===== src/rtl/lcdd_pkg.sv =====
// Package for the line central-difference derivative unit.
// Holds constants, register and mode codes, and the payload and job structs.
// No dependencies.
`default_nettype none

package lcdd_pkg;

   localparam int MAX_LINE    = 1024;
   localparam int IDX_W       = $clog2(MAX_LINE);
   localparam int LEN_W       = 11;
   localparam int DATA_W      = 32;
   localparam int PIDX_W      = 10;
   localparam int CSR_IDX_W   = 3;
   localparam int QUEUE_DEPTH = 4;
   localparam int QPTR_W      = $clog2(QUEUE_DEPTH);
   localparam int PROD_W      = 2 * DATA_W;
   localparam int SUM_W       = PROD_W + 2;
   localparam int FRAC_W      = 16;

   localparam logic [1:0] MODE_PERIODIC  = 2'd0;
   localparam logic [1:0] MODE_GHOST     = 2'd1;
   localparam logic [1:0] MODE_DIRICHLET = 2'd2;

   localparam logic [CSR_IDX_W-1:0] REG_BOUNDARY_MODE = 3'd0;
   localparam logic [CSR_IDX_W-1:0] REG_LINE_LENGTH   = 3'd1;
   localparam logic [CSR_IDX_W-1:0] REG_COEF_NEXT     = 3'd2;
   localparam logic [CSR_IDX_W-1:0] REG_COEF_PREV     = 3'd3;
   localparam logic [CSR_IDX_W-1:0] REG_COEF_END0     = 3'd4;
   localparam logic [CSR_IDX_W-1:0] REG_COEF_END1     = 3'd5;
   localparam logic [CSR_IDX_W-1:0] REG_COEF_END2     = 3'd6;

   localparam logic [LEN_W-1:0] LINE_LENGTH_RESET = 11'd1024;
   localparam logic [LEN_W-1:0] MIN_LEN           = 11'd3;
   localparam logic [IDX_W-1:0] LAST_MAX          = IDX_W'(MAX_LINE - 1);

   typedef struct packed {
      logic signed [DATA_W-1:0] sample;
      logic signed [DATA_W-1:0] ghost_low;
      logic signed [DATA_W-1:0] ghost_high;
   } req_type;

   typedef struct packed {
      logic signed [DATA_W-1:0] derivative;
      logic [PIDX_W-1:0]        point_index;
      logic                     line_done;
   } rsp_type;

   typedef struct packed {
      logic [1:0]               boundary_mode;
      logic [LEN_W-1:0]         line_length;
      logic signed [DATA_W-1:0] coef_next;
      logic signed [DATA_W-1:0] coef_prev;
      logic signed [DATA_W-1:0] coef_end0;
      logic signed [DATA_W-1:0] coef_end1;
      logic signed [DATA_W-1:0] coef_end2;
   } cfg_type;

   typedef struct packed {
      logic                     end_stencil;
      logic signed [DATA_W-1:0] x0;
      logic signed [DATA_W-1:0] x1;
      logic signed [DATA_W-1:0] x2;
      logic [PIDX_W-1:0]        point_index;
      logic                     line_done;
   } job_type;

endpackage

`default_nettype wire


===== src/rtl/lcdd_queue.sv =====
// Short job queue between the front end and the multiply-add back end.
// Register-based FIFO of stencil jobs. Depends on lcdd_pkg.
`default_nettype none

module lcdd_queue import lcdd_pkg::*; (
   input  wire logic    clock,
   input  wire logic    reset,
   input  wire logic    in_valid,
   output logic         in_ready,
   input  wire job_type in_data,
   output logic         out_valid,
   input  wire logic    out_ready,
   output job_type      out_data
);

   job_type           entries_ff [QUEUE_DEPTH];
   logic [QPTR_W-1:0] wr_ptr_ff;
   logic [QPTR_W-1:0] rd_ptr_ff;
   logic [QPTR_W:0]   count_ff;
   logic              wr_en;
   logic              rd_en;

   assign in_ready  = (count_ff != (QPTR_W+1)'(QUEUE_DEPTH));
   assign out_valid = (count_ff != '0);
   assign out_data  = entries_ff[rd_ptr_ff];
   assign wr_en     = in_valid && in_ready;
   assign rd_en     = out_valid && out_ready;

   always_ff @(posedge clock) begin
      if (reset) begin
         wr_ptr_ff <= '0;
         rd_ptr_ff <= '0;
         count_ff  <= '0;
      end else begin
         if (wr_en) begin
            wr_ptr_ff <= wr_ptr_ff + 1'b1;
         end
         if (rd_en) begin
            rd_ptr_ff <= rd_ptr_ff + 1'b1;
         end
         if (wr_en && !rd_en) begin
            count_ff <= count_ff + 1'b1;
         end else if (rd_en && !wr_en) begin
            count_ff <= count_ff - 1'b1;
         end
      end
   end

   always_ff @(posedge clock) begin
      if (wr_en) begin
         entries_ff[wr_ptr_ff] <= in_data;
      end
   end

endmodule

`default_nettype wire


===== config.mk =====
export PLATFORM = sky130hd
export DESIGN_NAME = lcdd_queue
export DESIGN_NICKNAME = d
export VERILOG_FILES = /design/src/rtl/lcdd_pkg.sv /design/src/rtl/lcdd_queue.sv
export SDC_FILE = /design/constraint.sdc
export NUM_CORES = 1
export LEC_CHECK = 0
export ABC_CLOCK_PERIOD_IN_PS = 4750
export BUFFER_PORTS_ARGS = -buffer_cell sky130_fd_sc_hd__buf_2
export CAP_MARGIN = 20
export CORE_UTILIZATION = 30
export DETAILED_ROUTE_END_ITERATION = 6
export SLEW_MARGIN = 15
export SYNTH_ARGS = -nofsm -noshare
export SYNTH_HDL_FRONTEND = slang
export SYNTH_SLANG_ARGS = --single-unit

===== constraint.sdc =====
create_clock -name clock -period 4.75 [get_ports clock]
set_input_delay 0.475 -clock clock [delete_from_list [all_inputs] [get_ports clock]]
set_output_delay 0.475 -clock clock [all_outputs]
set_load 0.005 [all_outputs]

==> key figures <==
Run status
  • Outcome: complete, no violations

Critical path
  • Req. time, crit path: about 4.3 ns
  • Reg2Reg Setup Slack: 2.25 ns
  • CP Max Fanout: 45
  • R2R cell count: 4
  • CP max stage cell: dfxtp_4
  • Crit start category: register
  • Worst Setup End Kind: output pin
  • Worst flop-to-flop path endpoint: entries_ff[2][90]
  • Worst EP arrival: between 2 and 3 ns
  • Buf+Inv Stages, Crit Path: 2
  • Worst r2r src: count_ff[0]
  • Crit-path cells: buf_4 > mux4_2 > buf_2
  • Crit path max-delay family: flip-flops
  • Crit Path Class: register to output pin
  • Largest stage delay, worst path: 0.83 ns

Clock network
  • Max clock buf depth: 3
  • # hold bufs at CTS: 0
  • Num CTS Buffers: 47
  • CTS root buffer: clkbuf_16
  • Post-CTS Setup Bufs: 0
  • CTS tree: done
  • Clock sink total: 441
  • Worst-path clk slew: ~0.07 ns
  • PostCTS Resize Cnt: 0
  • Worst skew pair latency: between 0.5 and 0.6 ns
  • # H-tree levels: 2

STA
  • Fmax: roughly 330 MHz
  • Rel. slew slack: 34.8%
  • Tightest Pin Transition: around 1 ns
  • Final hold slack: 0.120 ns
  • Final setup TNS: 0 ns
  • Setup violators final: 0
  • Min Tclk post-route: around 3.0 ns
  • Hold Violations, Final: 0
  • Final Max Tran Viols: 0
  • Final period utilization: 63.9%
  • Unrepaired setup endpoints after global routing: no
  • Setup Skew: about 0.018 ns

GRT
  • GRT Util Overall: between 10% and 20%
  • Largest net degree at the start of global routing: between 50 and 60
  • Initial antenna violation count: 3
  • First-pass GRT wire length: around 46000 µm
  • Total gr overflow: 0
  • Vias in the first global route: 7521

Finish
  • Commonest non-fill, non-tap cell in the layout: edfxtp_1
  • Fin util: between 30% and 40%
  • Design area: slightly below 0.02 mm²
  • Area grow syn2layout: 22.5%
  • Post-route insts no fill: ~1600
  • Layout Nets: approximately 990
  • Share of cells above drive strength 1: between 40% and 50%
  • Commonest cells after routing, fill and taps aside: edfxtp_1 (432), buf_2 (221), mux4_2 (108)

Logic synthesis
  • Adder-cell share of the synthesized area: less than 1%
  • Proportion of synthesized area in mux cells: around 15%
  • Main combinational cell family by area after synthesis: multiplexers
  • Simple-Gate Fraction of Synth Area: 0.524%
  • Synth Register Bits: ~440
  • Synth Cell Area: about 0.016 mm²
  • Synth Area in XOR/XNOR: 0.219%
  • Yosys Warn Count: 0
  • Post-synthesis compound-gate area fraction: 0.234%
  • Post-Synthesis Cells: between 600 and 700
  • Syn avg cell area: 26.2 µm²
  • Share of the yosys chip area belonging to registers: 82.2%
  • Top cell type's share of synthesized area: between 80% and 90%
  • Syn Nets: 730
  • Synth unique cells: 23
  • Cell type with the largest total area after synthesis: edfxtp_1
  • Area contributors post-synth: edfxtp_1 (81%), mux4_2 (15%), dfxtp_1 (1.1%)

Detailed routing
  • Antenna-violating nets left: 0
  • Final WL: between 30000 and 40000 µm
  • Wirelength per Cell: between 15 and 20 µm
  • Drt pass-1 iters: 4
  • DRC violations left: 0
  • DR vias/cell: about 4.5
  • Iter 0 DRT Violations: 458
  • Total number of vias: 7162

Worst hold path
  • Hold endpoint: entries_ff[0][11]
  • Worst hold start: in_data[11]
  • Worst Hold Class: input pin to register
  • Hold depth: 1

Power and ir drop
  • PD cells: roughly 550 mW/mm²
  • Lkg Pwr: around 6.5 nW
  • VDD IR max: just over 0.0003 V

Die
  • Core box area: 0.0527 mm²
  • Total die area: about 0.054 mm²
  • Initial Util: a little under a third
  • IO Pins: around 220
  • Die width: 233 µm
  • Row Count: 84
  • Die Ht: 233 µm

Place
  • Area after DPL: around 0.018 mm²
  • PortBufs: 221
  • Detail Placement HPWL: between 15000 and 20000 µm
  • Post-Place Cells: around 1500
  • RePlAce Congestion: ~0.69

Run
  • Max Cap Viol: 0
[cells by family after synthesis]
| kind of cell | count (synthesis) |
|---|---|
| and+or+nand+nor | 17 |
| muxes | 111 |
| AOI/OAI and AO/OA | 5 |
| adders and majority gates | 6 |
| DFF | 441 |
| xor gates and xnor gates | 4 |
| buffers and inverters | 28 |
[final cells by class]
cell class                      count  area [µm²]
Multi-Input combinational cell    143        2710
Inverter                            3        11.3
Tap cell                          688         861
Clock buffer                       53        1200
Fill cell                        4741       33000
Sequential cell                   441       13200
Timing Repair Buffer              235        1290
Antenna cell                        3        7.51
Clock inverter                     30         369
[sequential cells by signal (all words and copies together), names as in the netlist, named ones only]
name        flops
rd_ptr_ff       2
entries_ff    432
count_ff        3
wr_ptr_ff       2
[synthesized netlist by cell type]
library cell and number:
ha_1 5, buf_8 1, mux2_2 1, mux4_2 108
inv_1 3, fa_1 1, mux2i_1 2, nor2_1 8
o21ai_0 1, nand2_1 1, edfxtp_1 432, o311ai_0 1
dfxtp_1 9, nand2b_1 2, a21oi_1 1, or3_1 2
o31ai_1 1, buf_6 3, and2_1 4, clkbuf_1 9
a21boi_2 1, buf_2 12, xor2_1 4
[where the power goes]
part | internal, W | switching (W) | total [W]
Sequential | 0.00473 | 0.000197 | 0.00492
Clock | 0.00225 | 0.00148 | 0.00373
Combinational | 0.00111 | 0.000981 | 0.00209
Total | 0.00808 | 0.00266 | 0.0107
[per-stage QoR]
step / power, W / worst slack (ns)
after global routing: 0.0113 / 1.50
after floorplan: 0.00627 / 0.973
after CTS: 0.0110 / 1.59
after global placement: 0.00715 / 2.19
after detailed placement: 0.00719 / 2.17
final: 0.0107 / 1.71
[layer usage]
metal  share of wire, %  vias up  GRT usage (%)
li1                   -     3158              -
met1                 43     3765           15.1
met2                 48      189           18.1
met3                7.5       48           3.95
met4                2.0        2           3.51
met5              0.041        -              0
[how the worst max path moves through the flow]
stage / startpoint / end / cells past startpoint
finish: register / out_data[30] / 3
global placement: in_valid / entries_ff[3][48] / 4
detailed placement: in_valid / entries_ff[3][44] / 4
global route: register / out_data[12] / 3
CTS: register / out_data[1] / 3
floorplan: count_ff[0] / entries_ff[0][0] / 3
(Power assumes the default switching activity.)
