--- src/rtl/lcdd_pkg.sv ---
// Package for the line central-difference derivative unit.
// Holds constants, register and mode codes, and the payload and job structs.
// No dependencies.
`default_nettype none

package lcdd_pkg;

   localparam int MAX_LINE    = 1024;
   localparam int IDX_W       = $clog2(MAX_LINE);
   localparam int LEN_W       = 11;
   localparam int DATA_W      = 32;
   localparam int PIDX_W      = 10;
   localparam int CSR_IDX_W   = 3;
   localparam int QUEUE_DEPTH = 4;
   localparam int QPTR_W      = $clog2(QUEUE_DEPTH);
   localparam int PROD_W      = 2 * DATA_W;
   localparam int SUM_W       = PROD_W + 2;
   localparam int FRAC_W      = 16;

   localparam logic [1:0] MODE_PERIODIC  = 2'd0;
   localparam logic [1:0] MODE_GHOST     = 2'd1;
   localparam logic [1:0] MODE_DIRICHLET = 2'd2;

   localparam logic [CSR_IDX_W-1:0] REG_BOUNDARY_MODE = 3'd0;
   localparam logic [CSR_IDX_W-1:0] REG_LINE_LENGTH   = 3'd1;
   localparam logic [CSR_IDX_W-1:0] REG_COEF_NEXT     = 3'd2;
   localparam logic [CSR_IDX_W-1:0] REG_COEF_PREV     = 3'd3;
   localparam logic [CSR_IDX_W-1:0] REG_COEF_END0     = 3'd4;
   localparam logic [CSR_IDX_W-1:0] REG_COEF_END1     = 3'd5;
   localparam logic [CSR_IDX_W-1:0] REG_COEF_END2     = 3'd6;

   localparam logic [LEN_W-1:0] LINE_LENGTH_RESET = 11'd1024;
   localparam logic [LEN_W-1:0] MIN_LEN           = 11'd3;
   localparam logic [IDX_W-1:0] LAST_MAX          = IDX_W'(MAX_LINE - 1);

   typedef struct packed {
      logic signed [DATA_W-1:0] sample;
      logic signed [DATA_W-1:0] ghost_low;
      logic signed [DATA_W-1:0] ghost_high;
   } req_type;

   typedef struct packed {
      logic signed [DATA_W-1:0] derivative;
      logic [PIDX_W-1:0]        point_index;
      logic                     line_done;
   } rsp_type;

   typedef struct packed {
      logic [1:0]               boundary_mode;
      logic [LEN_W-1:0]         line_length;
      logic signed [DATA_W-1:0] coef_next;
      logic signed [DATA_W-1:0] coef_prev;
      logic signed [DATA_W-1:0] coef_end0;
      logic signed [DATA_W-1:0] coef_end1;
      logic signed [DATA_W-1:0] coef_end2;
   } cfg_type;

   typedef struct packed {
      logic                     end_stencil;
      logic signed [DATA_W-1:0] x0;
      logic signed [DATA_W-1:0] x1;
      logic signed [DATA_W-1:0] x2;
      logic [PIDX_W-1:0]        point_index;
      logic                     line_done;
   } job_type;

endpackage

`default_nettype wire

--- src/rtl/lcdd_front.sv ---
// Front end: takes line samples, tracks the position in the line and
// issues one stencil job per cycle while job_ready is high, per completed point.
// Depends on lcdd_pkg.
`default_nettype none

module lcdd_front import lcdd_pkg::*; (
   input  wire logic    clock,
   input  wire logic    reset,
   input  wire cfg_type cfg,
   input  wire logic    req_valid,
   output logic         req_ready,
   input  wire req_type req_data,
   output logic         job_valid,
   input  wire logic    job_ready,
   output job_type      job_data
);

   localparam int NUM_SLOTS = 5;
   localparam logic [NUM_SLOTS-1:0] SEL_GHOST0 = 5'b00001;
   localparam logic [NUM_SLOTS-1:0] SEL_END0   = 5'b00010;
   localparam logic [NUM_SLOTS-1:0] SEL_INNER  = 5'b00100;
   localparam logic [NUM_SLOTS-1:0] SEL_LASTPT = 5'b01000;
   localparam logic [NUM_SLOTS-1:0] SEL_WRAP0  = 5'b10000;

   logic                     item_valid_ff;
   req_type                  item_ff;
   logic [NUM_SLOTS-1:0]     sent_ff;
   logic [IDX_W-1:0]         position_ff;
   logic signed [DATA_W-1:0] first_ff;
   logic signed [DATA_W-1:0] second_ff;
   logic signed [DATA_W-1:0] older_ff;
   logic signed [DATA_W-1:0] newer_ff;
   logic signed [DATA_W-1:0] ghost_low_ff;

   logic [LEN_W-1:0]     len_lo;
   logic [IDX_W-1:0]     last;
   logic [IDX_W-1:0]     p;
   logic                 is_ghost;
   logic                 is_dir;
   logic                 is_per;
   logic                 at_last;
   logic [NUM_SLOTS-1:0] slots;
   logic [NUM_SLOTS-1:0] pending;
   logic [NUM_SLOTS-1:0] sel;
   logic                 push;
   logic                 retire;
   logic [IDX_W-1:0]     position_in;

   always_comb begin
      len_lo = (cfg.line_length < MIN_LEN) ? MIN_LEN : cfg.line_length;
      if (32'(len_lo) > MAX_LINE) begin
         last = LAST_MAX;
      end else begin
         last = IDX_W'(len_lo - 1'b1);
      end
      p        = (position_ff > last) ? last : position_ff;
      is_ghost = (cfg.boundary_mode == MODE_GHOST);
      is_dir   = (cfg.boundary_mode == MODE_DIRICHLET);
      is_per   = !is_ghost && !is_dir;
      at_last  = (p == last);

      slots[0] = is_ghost && (p == IDX_W'(1));
      slots[1] = is_dir && (p == IDX_W'(2));
      slots[2] = (p >= IDX_W'(2));
      slots[3] = at_last;
      slots[4] = at_last && is_per;

      pending   = item_valid_ff ? (slots & ~sent_ff) : '0;
      sel       = pending & (~pending + 1'b1);
      job_valid = |pending;
      push      = job_valid && job_ready;
      retire    = item_valid_ff && ((pending == '0) || (push && (pending == sel)));
      req_ready = !item_valid_ff || retire;

      position_in = at_last ? '0 : p + 1'b1;
   end

   always_comb begin
      job_data = '0;
      case (sel)
         SEL_GHOST0: begin
            job_data.x0 = item_ff.sample;
            job_data.x1 = ghost_low_ff;
         end
         SEL_END0: begin
            job_data.end_stencil = 1'b1;
            job_data.x0          = first_ff;
            job_data.x1          = second_ff;
            job_data.x2          = item_ff.sample;
         end
         SEL_INNER: begin
            job_data.x0          = item_ff.sample;
            job_data.x1          = older_ff;
            job_data.point_index = PIDX_W'(p - 1'b1);
         end
         SEL_LASTPT: begin
            job_data.point_index = PIDX_W'(last);
            job_data.line_done   = !is_per;
            job_data.x1          = newer_ff;
            if (is_dir) begin
               job_data.end_stencil = 1'b1;
               job_data.x0          = item_ff.sample;
               job_data.x2          = older_ff;
            end else if (is_ghost) begin
               job_data.x0 = item_ff.ghost_high;
            end else begin
               job_data.x0 = first_ff;
            end
         end
         SEL_WRAP0: begin
            job_data.x0        = second_ff;
            job_data.x1        = item_ff.sample;
            job_data.line_done = 1'b1;
         end
         default: begin
            job_data = '0;
         end
      endcase
   end

   always_ff @(posedge clock) begin
      if (reset) begin
         item_valid_ff <= 1'b0;
         sent_ff       <= '0;
         position_ff   <= '0;
         first_ff      <= '0;
         second_ff     <= '0;
         older_ff      <= '0;
         newer_ff      <= '0;
         ghost_low_ff  <= '0;
      end else begin
         if (req_valid && req_ready) begin
            item_valid_ff <= 1'b1;
         end else if (retire) begin
            item_valid_ff <= 1'b0;
         end
         if (retire) begin
            sent_ff     <= '0;
            position_ff <= position_in;
            older_ff    <= newer_ff;
            newer_ff    <= item_ff.sample;
            if (p == '0) begin
               first_ff     <= item_ff.sample;
               ghost_low_ff <= item_ff.ghost_low;
            end
            if (p == IDX_W'(1)) begin
               second_ff <= item_ff.sample;
            end
         end else if (push) begin
            sent_ff <= sent_ff | sel;
         end
      end
   end

   always_ff @(posedge clock) begin
      if (req_valid && req_ready) begin
         item_ff <= req_data;
      end
   end

endmodule

`default_nettype wire

--- config.mk ---
export PLATFORM = sky130hd
export DESIGN_NAME = lcdd_front
export DESIGN_NICKNAME = d
export VERILOG_FILES = /design/src/rtl/lcdd_pkg.sv /design/src/rtl/lcdd_front.sv
export SDC_FILE = /design/constraint.sdc
export NUM_CORES = 1
export LEC_CHECK = 0
export BUFFER_PORTS_ARGS = -buffer_cell sky130_fd_sc_hd__buf_2
export CORE_ASPECT_RATIO = 0.5
export CORE_MARGIN = 10
export CORE_UTILIZATION = 38
export CTS_BUF_LIST = sky130_fd_sc_hd__clkbuf_2 sky130_fd_sc_hd__clkbuf_4 sky130_fd_sc_hd__clkbuf_8
export DETAILED_ROUTE_END_ITERATION = 8
export PLACE_DENSITY = 0.58
export SYNTH_ARGS = -nofsm -noshare
export SYNTH_HDL_FRONTEND = slang
export SYNTH_SLANG_ARGS = --single-unit
--- constraint.sdc ---
create_clock -name clock -period 22 [get_ports clock]
set_clock_uncertainty 0.15 [all_clocks]
set_input_delay 4.4 -clock clock [delete_from_list [all_inputs] [get_ports clock]]
set_output_delay 4.4 -clock clock [all_outputs]
set_load 0.02 [all_outputs]
==> results.toml, run 1 <==
[outcome]
status = "completed"

[pwr]
power.density_nw_per_um2 = 67.2
p_leak_nw = 7.44
vdd_ir_drop_max_v = 0.0000294
p_total_mw = 1.16

[clock_network]
clkSinkCount = 272
cts_buffer_depth = 3
cts_resized = 0
cts_buffers = 43
cts_tree = "yes"
cts_hold_buf = 0
h-tree-depth = 2
clk_pin_slew_ns = 0.06
cts_setup_buffers = 0
cts-root-buf = "clkbuf_8"
clk_latency_ns = 0.58

[routing]
wl_per_cell_um = 24.4
drt-pass1-iter-count = 5
drt_wl_total_um = 53800
drtAntennaViolNets = 0
viasPerCell = 5.94
drt_iter0_drc = 1207
vias = 13100
drcViolationCount = 0

[worst_setup_path]
cp_data_arrival_time_ns = 14.07
crit_path_end_kind = "output port"
crit_family = "simple AND/OR/NAND/NOR gates"
path_max_fanout = 41
cp-start-kind = "primary input"
cpMaxStageDelayCell = "o21a_1"
critPathRequiredTime_ns = 17.45
cp_common_cell = "nor2_1"
cp_num_buf_inv = 6
cpPeakStageDelay_ns = 0.80
crit_type = "primary input to output port"

[final_layout]
drive_above_1_share = 0.215
final_nets = 1940
area_delta_synth_final_pct = 16.4
finish.utilization = 0.454
design_area_um2 = 17200

[timing]
relSlewSlack = 0.182
drv_slew = 0
tns_ns = 0
hold_viol = 0
period_minus_slack_ns = 18.62
tightest_slew_ns = 1.22
max_clock_freq_mhz = 53.7
fin_hold_ws_ns = 0.308
rsz0062_at_grt = "no"
final-setup-viol-count = 0
min_period_over_period = 0.846

[synth]
async_flop_share = 0
syn_area_um2 = 14800
ys_types = 78
ys_seq_area_frac = 0.433
synthFlopType = "dfxtp_1"
postSynthCellCount = 1494
syn_nets = 1785
syn_area_per_cell_um2 = 9.90
synth_warnings = 0
synth_seq_cells = 272
synth_edf_count = 96

[floorplan]
die_w_um = 299
ios = 383
coreArea_um2 = 37900
dieArea_um2 = 47700
start_util = 0.390
fp.dieH_um = 159
rows = 50

[run]
max-cap-violations = 0

[grt]
grt-ovfl-total = 0
grt_pass1_vias = 12900
grt_pass1_wl_um = 80700
grt_usage = 0.213
antenna_found_initial = 1
grt_start_max_net_pins = 90

[placed_design]
placed_cell_area_um2 = 16300
io_buffers = 222
place.gp.congestion = 0.860
dpl.hpwl_um = 34000

[worst_hold_path]
min_path_type = "flip-flop to flip-flop"
## layout by cell type, fill, tap and decap left out, types with 26 or more instances in the layout
cell type | synthesis | routed
buf_4 | 1 | 26
nor2_1 | 95 | 94
a22o_1 | 137 | 137
mux2i_1 | 165 | 165
nor4_1 | 42 | 41
clkbuf_8 | 0 | 54
a31oi_1 | 40 | 40
dfxtp_1 | 176 | 175
buf_2 | 38 | 221
inv_1 | 51 | 51
a21oi_1 | 79 | 79
a221o_1 | 34 | 34
a211o_1 | 34 | 34
nand2b_1 | 164 | 164
edfxtp_1 | 96 | 96
## cells by family after synthesis
| family | synth area share |
|---|---|
| AOI/OAI and AO/OA | 0.218 |
| xor gates and xnor gates | 0.0101 |
| adders and majority gates | 0.0152 |
| buffers and inverters | 0.0520 |
| DFF | 0.433 |
| muxes | 0.116 |
| and+or+nand+nor | 0.156 |
## routing by layer
metal  vias up  wire [um]  global-route usage
met5         -          0                   0
met4         0       1190              0.0625
met3        90       4450              0.0492
met2       587      24700               0.336
met1      6470      23500               0.284
li1       5948          -                   -
## report_power, final
part           internal [mW]  leakage (nW)  switching (mW)  total, mW
Sequential             0.550          2.37          0.0226      0.572
Clock                  0.256         0.498           0.210      0.466
Combinational         0.0478          4.57          0.0708      0.119
Total                  0.853          7.44           0.303       1.16
## layout make-up
class	count	area, um^2
diodes	1	2.50
fillers	3649	20700
clock inverters	5	33.8
flip-flops and latches	272	6410
clock buffers	74	893
well taps	520	651
repair buffers	247	1300
multi-input cells	1033	7720
inverters	52	195
## cell usage after synthesis, types with 3 or more instances
cell type	n	area, um^2
a221o_1	34	340
o2111ai_1	3	26.3
buf_1	7	26.3
or3_1	6	37.5
a22o_1	137	1200
or4_1	6	45.0
nor2b_1	9	56.3
and3_1	4	25.0
nand3_1	16	80.1
o21a_1	7	52.6
o22ai_1	9	56.3
nand2b_1	164	1030
mux2i_1	165	1650
or2_2	5	31.3
a2111oi_0	4	35.0
nor3_1	18	90.1
a21o_1	3	22.5
a21boi_0	4	30.0
o21ai_1	3	15.0
xor2_1	7	61.3
clkbuf_1	90	338
buf_2	38	190
dfxtp_1	176	3520
a211oi_1	4	30.0
o211ai_1	8	60.1
nor2_1	95	357
nand4b_1	3	26.3
nor3b_1	3	22.5
xnor2_1	10	87.6
nand2_1	21	78.8
mux2_2	5	56.3
nand4_1	11	68.8
o31ai_1	3	22.5
a31oi_1	40	250
a211o_1	34	298
a21oi_1	79	395
o21ai_0	9	45.0
ha_1	18	225
nor4_1	42	263
inv_1	51	191
edfxtp_1	96	2880
## final timing paths
kind | slack, ns | to | start | depth (start not counted)
worst max register to register | 14.52 | item_ff[63] | position_ff[4] | 17
worst min-delay path | 0.31 | sent_ff[4] | sent_ff[4] | 1
worst min register to register | 0.31 | sent_ff[4] | sent_ff[4] | 1
worst max-delay path | 3.38 | job_data[28] | cfg[166] | 28
## state kept, by name (all words and copies together), names as in the netlist
register / cells
newer_ff: 32
first_ff: 32
second_ff: 32
position_ff: 10
sent_ff: 5
item_ff: 96
older_ff: 32
ghost_low_ff: 32
item_valid_ff: 1
## stage by stage
step / std cells / setup WS, ns
after global routing: 2204 / 2.88
after global placement: 2124 / 3.76
after detailed placement: 2124 / 3.72
after floorplan: 1494 / 7.12
after CTS: 2203 / 3.67
final: 2204 / 3.38
Note: power is estimated with default switching activity, not from simulation.
==> run 2, diff against run 1 <==
ABC_AREA = 1   (was not set)
clock period = 17.81 ns   (was 22 ns; I/O delays follow)
==> results.toml, run 2 <==
[outcome]
status = "completed"

[timing]
final-setup-viol-count = 0
drv_slew = 0
tightest_slew_ns = 1.10
relSlewSlack = 0.268
min_period_over_period = 0.786
rsz0062_at_grt = "no"
max_clock_freq_mhz = 71.4
tns_ns = 0
hold_viol = 0
period_minus_slack_ns = 14.00

[clock_network]
clkSinkCount = 272
cts_tree = "yes"
cts_resized = 0
cts_buffers = 42
cts_setup_buffers = 0
clk_latency_ns = 0.56
cts_hold_buf = 0
clk_pin_slew_ns = 0.06
cts-root-buf = "clkbuf_8"
cts_buffer_depth = 3
h-tree-depth = 2

[synth]
ys_types = 43
async_flop_share = 0
synth_top_area_share = 0.258
ys_seq_area_frac = 0.469
syn_area_um2 = 13600
synth_xor_area_frac = 0.00513
synthMostInstantiatedCell = "nand2_1"
synth_edf_count = 96
yosys.area_share.simple = 0.254
synth_largest_area_cell = "dfxtp_1"
synthAdderAreaFrac = 0.0165
ys_top_cells_by_area = "dfxtp_1 (26%), edfxtp_1 (21%), nand2_1 (13%), nor2_1 (8.3%), inv_1 (6.2%)"
synth_compound_area_frac = 0.150
syn_nets = 2090
synth_top_family_by_area = "simple AND/OR/NAND/NOR gates"
synth_common_cells = "nand2_1 (465), nor2_1 (300), inv_1 (225)"
synth_seq_cells = 272
synth_warnings = 0
synthFlopType = "dfxtp_1"
syn_area_per_cell_um2 = 7.59
postSynthCellCount = 1799
synth_mux_area_frac = 0

[final_layout]
largest_register_ffs = 96
fill_cells = 3555
final_nets = 2273
stdcell_count = 2490
drive_above_1_share = 0.181
final_common_cell = "nand2_1"
area_delta_synth_final_pct = 16.2
seqCellArea_um2 = 6410
largest-register = "item_ff"
multi_input_area_um2 = 5840
final_cell_mix = "nand2_1 (461), nor2_1 (298), inv_1 (222), buf_2 (222), dfxtp_1 (176)"

[worst_setup_path]
crit_type = "primary input to output port"
critPathRequiredTime_ns = 14.10
cp_data_arrival_time_ns = 10.29
cp_common_cell = "nand2_1"
crit_path_end_kind = "output port"
cpPeakStageDelay_ns = 0.61
ff2ff_path_depth = 22
cp-start-kind = "primary input"
cpMaxStageDelayCell = "buf_4"
path_max_fanout = 43

[floorplan]
fp.dieH_um = 154
die_w_um = 288
coreArea_um2 = 35000
dieArea_um2 = 44400
ios = 383
rows = 48
start_util = 0.390

[pwr]
vdd_ir_drop_max_v = 0.0000462
p_leak_nw = 7.49
power.density_nw_per_um2 = 88.6

[placed_design]
io_buffers = 222
place.gp.congestion = 0.844
dp_cells = 2413
dpl.hpwl_um = 28000

[routing]
drt-pass1-iter-count = 5
wl_per_cell_um = 18.1
vias = 12500
drt_iter0_drc = 1027
drtAntennaViolNets = 0
drt_wl_total_um = 45200
drcViolationCount = 0
viasPerCell = 5.02

[grt]
grt_start_max_net_pins = 77
grt_pass1_wl_um = 69800
grt_pass1_vias = 12000
antenna_found_initial = 3
grt_usage = 0.198
grt-ovfl-total = 0

[worst_hold_path]
hold_path_depth = 2
min_path_type = "flip-flop to flip-flop"

[run]
max-cap-violations = 0
[run 2: cell count changes after synthesis, moves of 41 or more]
cell	previous run	this run
a22o_1	137	0
clkbuf_1	90	36
inv_1	51	225
mux2i_1	165	0
nand2_1	21	465
nand2b_1	164	0
nor2_1	95	300
nor4_1	42	1
o221ai_1	2	64
o22ai_1	9	73
[run 2: cells by family after synthesis]
family / count (synthesis)
AND/OR/NAND/NOR: 849
XOR/XNOR: 8
flip-flops: 272
AO/OA/AOI/OAI: 317
adder cells (fa/ha/maj): 18
buffers and inverters: 335
[run 2: report_power, final]
part	total (mW)	internal, mW	leakage, nW	switching, mW
Sequential	0.698	0.680	2.37	0.0172
Clock	0.565	0.311	0.484	0.254
Combinational	0.143	0.0435	4.63	0.0992
Total	1.41	1.04	7.49	0.370
[run 2: path summary, 6_finish.rpt]
kind	slack, ns	endpoint	from
max	3.81	job_data[98]	cfg[169]
max reg2reg	11.83	ghost_low_ff[14]	position_ff[9]
min reg2reg	0.30	sent_ff[2]	sent_ff[2]
min	0.30	sent_ff[2]	sent_ff[2]
[run 2: metal layers]
| metal | global-route usage | up-vias | share of wire |
|---|---|---|---|
| met2 | 0.318 | 374 | 0.45 |
| li1 | - | 6229 | - |
| met1 | 0.268 | 5815 | 0.46 |
| met4 | 0.0578 | 2 | 0.021 |
| met3 | 0.0360 | 77 | 0.066 |
| met5 | 0 | - | 0.00016 |
[run 2: critical path: cells and delay by family]
| kind | cells | cell delay [ns] |
|---|---|---|
| AO/OA/AOI/OAI | 3 | 0.49 |
| adder cells (fa/ha/maj) | 2 | 0.32 |
| buffers and inverters | 8 | 2.01 |
| AND/OR/NAND/NOR | 22 | 3.81 |
[run 2: final cells by class]
type                            count  area share
Clock inverter                      5     0.00339
Timing Repair Buffer              238      0.0776
Sequential cell                   272       0.404
Antenna cell                        1    0.000158
Tap cell                          475      0.0375
Inverter                          236      0.0562
Clock buffer                       71      0.0529
Multi-Input combinational cell   1192       0.368
[run 2: per-stage QoR]
step,utilization,total power [mW],hold slack (ns),worst slack (ns),area (um^2)
floorplan,-,0.807,0.276,5.57,13600
global placement,0.428,0.851,0.285,3.93,15000
detailed placement,0.428,0.853,0.292,3.96,15000
CTS,0.454,1.42,0.302,3.92,15900
global route,0.454,1.47,0.322,3.20,15900
finish,0.454,1.41,0.301,3.81,15900
==> run 3, diff against run 2 <==
ABC_AREA = 0   (was 1)
PLACE_DENSITY = 0.6   (was 0.58)
clock period = 11.9 ns   (was 17.81 ns; I/O delays follow)
==> results.toml, run 3 (synthesis results as in run 1) <==
[routing]
wl_met1_um = 23700
routed.top_layer = "met5"
drcViolationCount = 0
viasPerCell = 5.74
drtAntennaViolNets = 0
drt_iter0_drc = 1238
wl_met3_um = 3600
wl_met2_um = 23500
drt_wl_total_um = 51800
drt-pass1-iter-count = 5
vias = 12800
wl_per_cell_um = 23.2

[worst_setup_path]
crit_type = "primary input to output port"
cpMaxStageDelayCell = "or4b_1"
cpPeakStageDelay_ns = 0.63
critPathRequiredTime_ns = 9.37
path_max_fanout = 65
rrSetupSlack_ns = 6.03
cp_data_arrival_time_ns = 8.89
ff2ff_path_depth = 17
cp-start-kind = "primary input"
cp_common_cell = "nor2_1"
crit_path_end_kind = "output port"

[floorplan]
dieArea_um2 = 47700
coreArea_um2 = 37900
rows = 50
ios = 383
die_w_um = 299
fp.dieH_um = 159
start_util = 0.390

[timing]
drv_slew = 0
min_period_over_period = 0.960
period_minus_slack_ns = 11.42
fin_ws_ns = 0.481
hold_viol = 0
fin_hold_ws_ns = 0.311
max_clock_freq_mhz = 87.6
rsz0062_at_grt = "no"
tns_ns = 0
tightest_slew_ns = 1.17
final-setup-viol-count = 0
relSlewSlack = 0.216

[grt]
grt-ovfl-total = 0
antenna_found_initial = 3
grt_usage = 0.206
grt_pass1_vias = 12200
grt_pass1_wl_um = 78300
grt_start_max_net_pins = 89

[final_layout]
fill_cells = 3681
final_common_cell = "buf_2"
final_cell_mix = "buf_2 (221), dfxtp_1 (175), mux2i_1 (165)"
stdcell_count = 2235
final_nets = 1970
largest-register = "item_ff"
area_delta_synth_final_pct = 19.8
drive_above_1_share = 0.228
largest_register_ffs = 96

[clock_network]
h-tree-depth = 2
clk_pin_slew_ns = 0.07
cts_buffers = 42
clkSinkCount = 272
cts_hold_buf = 0
clk_latency_ns = 0.59
cts-root-buf = "clkbuf_8"
cts_tree = "yes"
cts_setup_buffers = 0
cts_buffer_depth = 3

[outcome]
status = "completed"

[placed_design]
dp_cells = 2155
io_buffers = 222
dpl.hpwl_um = 34300
post-place-ws_ns = 0.552
place.gp.congestion = 0.873

[run]
max-cap-violations = 0

[worst_hold_path]
min_path_type = "flip-flop to flip-flop"
hold_path_depth = 1

[pwr]
p_total_mw = 2.19
p_leak_nw = 7.67
vdd_ir_drop_max_v = 0.0000627
power.density_nw_per_um2 = 124
-- run 3: cell count changes in the layout (fill, tap and decap cells not counted), moves of 62 or more --
| cell | before | now |
|---|---|---|
| mux2i_1 | 0 | 165 |
| a22o_1 | 0 | 137 |
| o22ai_1 | 73 | 9 |
| o221ai_1 | 64 | 2 |
| nor2_1 | 298 | 94 |
| inv_1 | 222 | 51 |
| nand2_1 | 461 | 21 |
| nand2b_1 | 0 | 164 |
-- run 3: power breakdown --
group | internal (mW) | switching, mW | leakage (nW)
clock | 0.512 | 0.399 | 0.520
sequential | 1.02 | 0.0428 | 2.37
combinational | 0.0940 | 0.129 | 4.78
-- run 3: per-layer routing --
layer	GRT usage	up-vias
li1	-	6015
met1	0.285	6269
met2	0.320	483
met3	0.0424	69
met4	0.0543	2
met5	0	-
-- run 3: final timing paths --
path,to,startpoint
max,job_data[58],cfg[169]
min,sent_ff[4],sent_ff[4]
max reg2reg,item_ff[41],position_ff[5]
min reg2reg,sent_ff[4],sent_ff[4]
-- run 3: final cells by class --
cell class / instances / area (um^2) / share of cell area
clock inverter: 12 / 155 / 0.00876
timing repair buffer: 278 / 1750 / 0.0986
tap: 520 / 651 / 0.0367
multi-input combinational: 1033 / 7730 / 0.436
clock buffer: 66 / 827 / 0.0467
sequential: 272 / 6410 / 0.362
antenna: 2 / 5.00 / 0.000282
inverter: 52 / 195 / 0.0110
-- run 3: repair_timing --
action	4_1_cts	5_1_grt
hold endpoints to repair	0	0
gates resized for setup	0	1
endpoints found under the setup margin	0	5
-- run 3: metrics by stage --
stage / util / cell area, um^2
finish: 0.467 / 17700
floorplan: - / 14800
global placement: 0.441 / 16700
detailed placement: 0.441 / 16700
CTS: 0.467 / 17700
global route: 0.467 / 17700
-- run 3: critical path: cells and delay by family --
family          cells  cell delay (ns)
mux                 1             0.43
compound gates      6             1.73
simple gates       12             2.53
buf+inv             4             0.86
fa+ha+maj           3             0.89
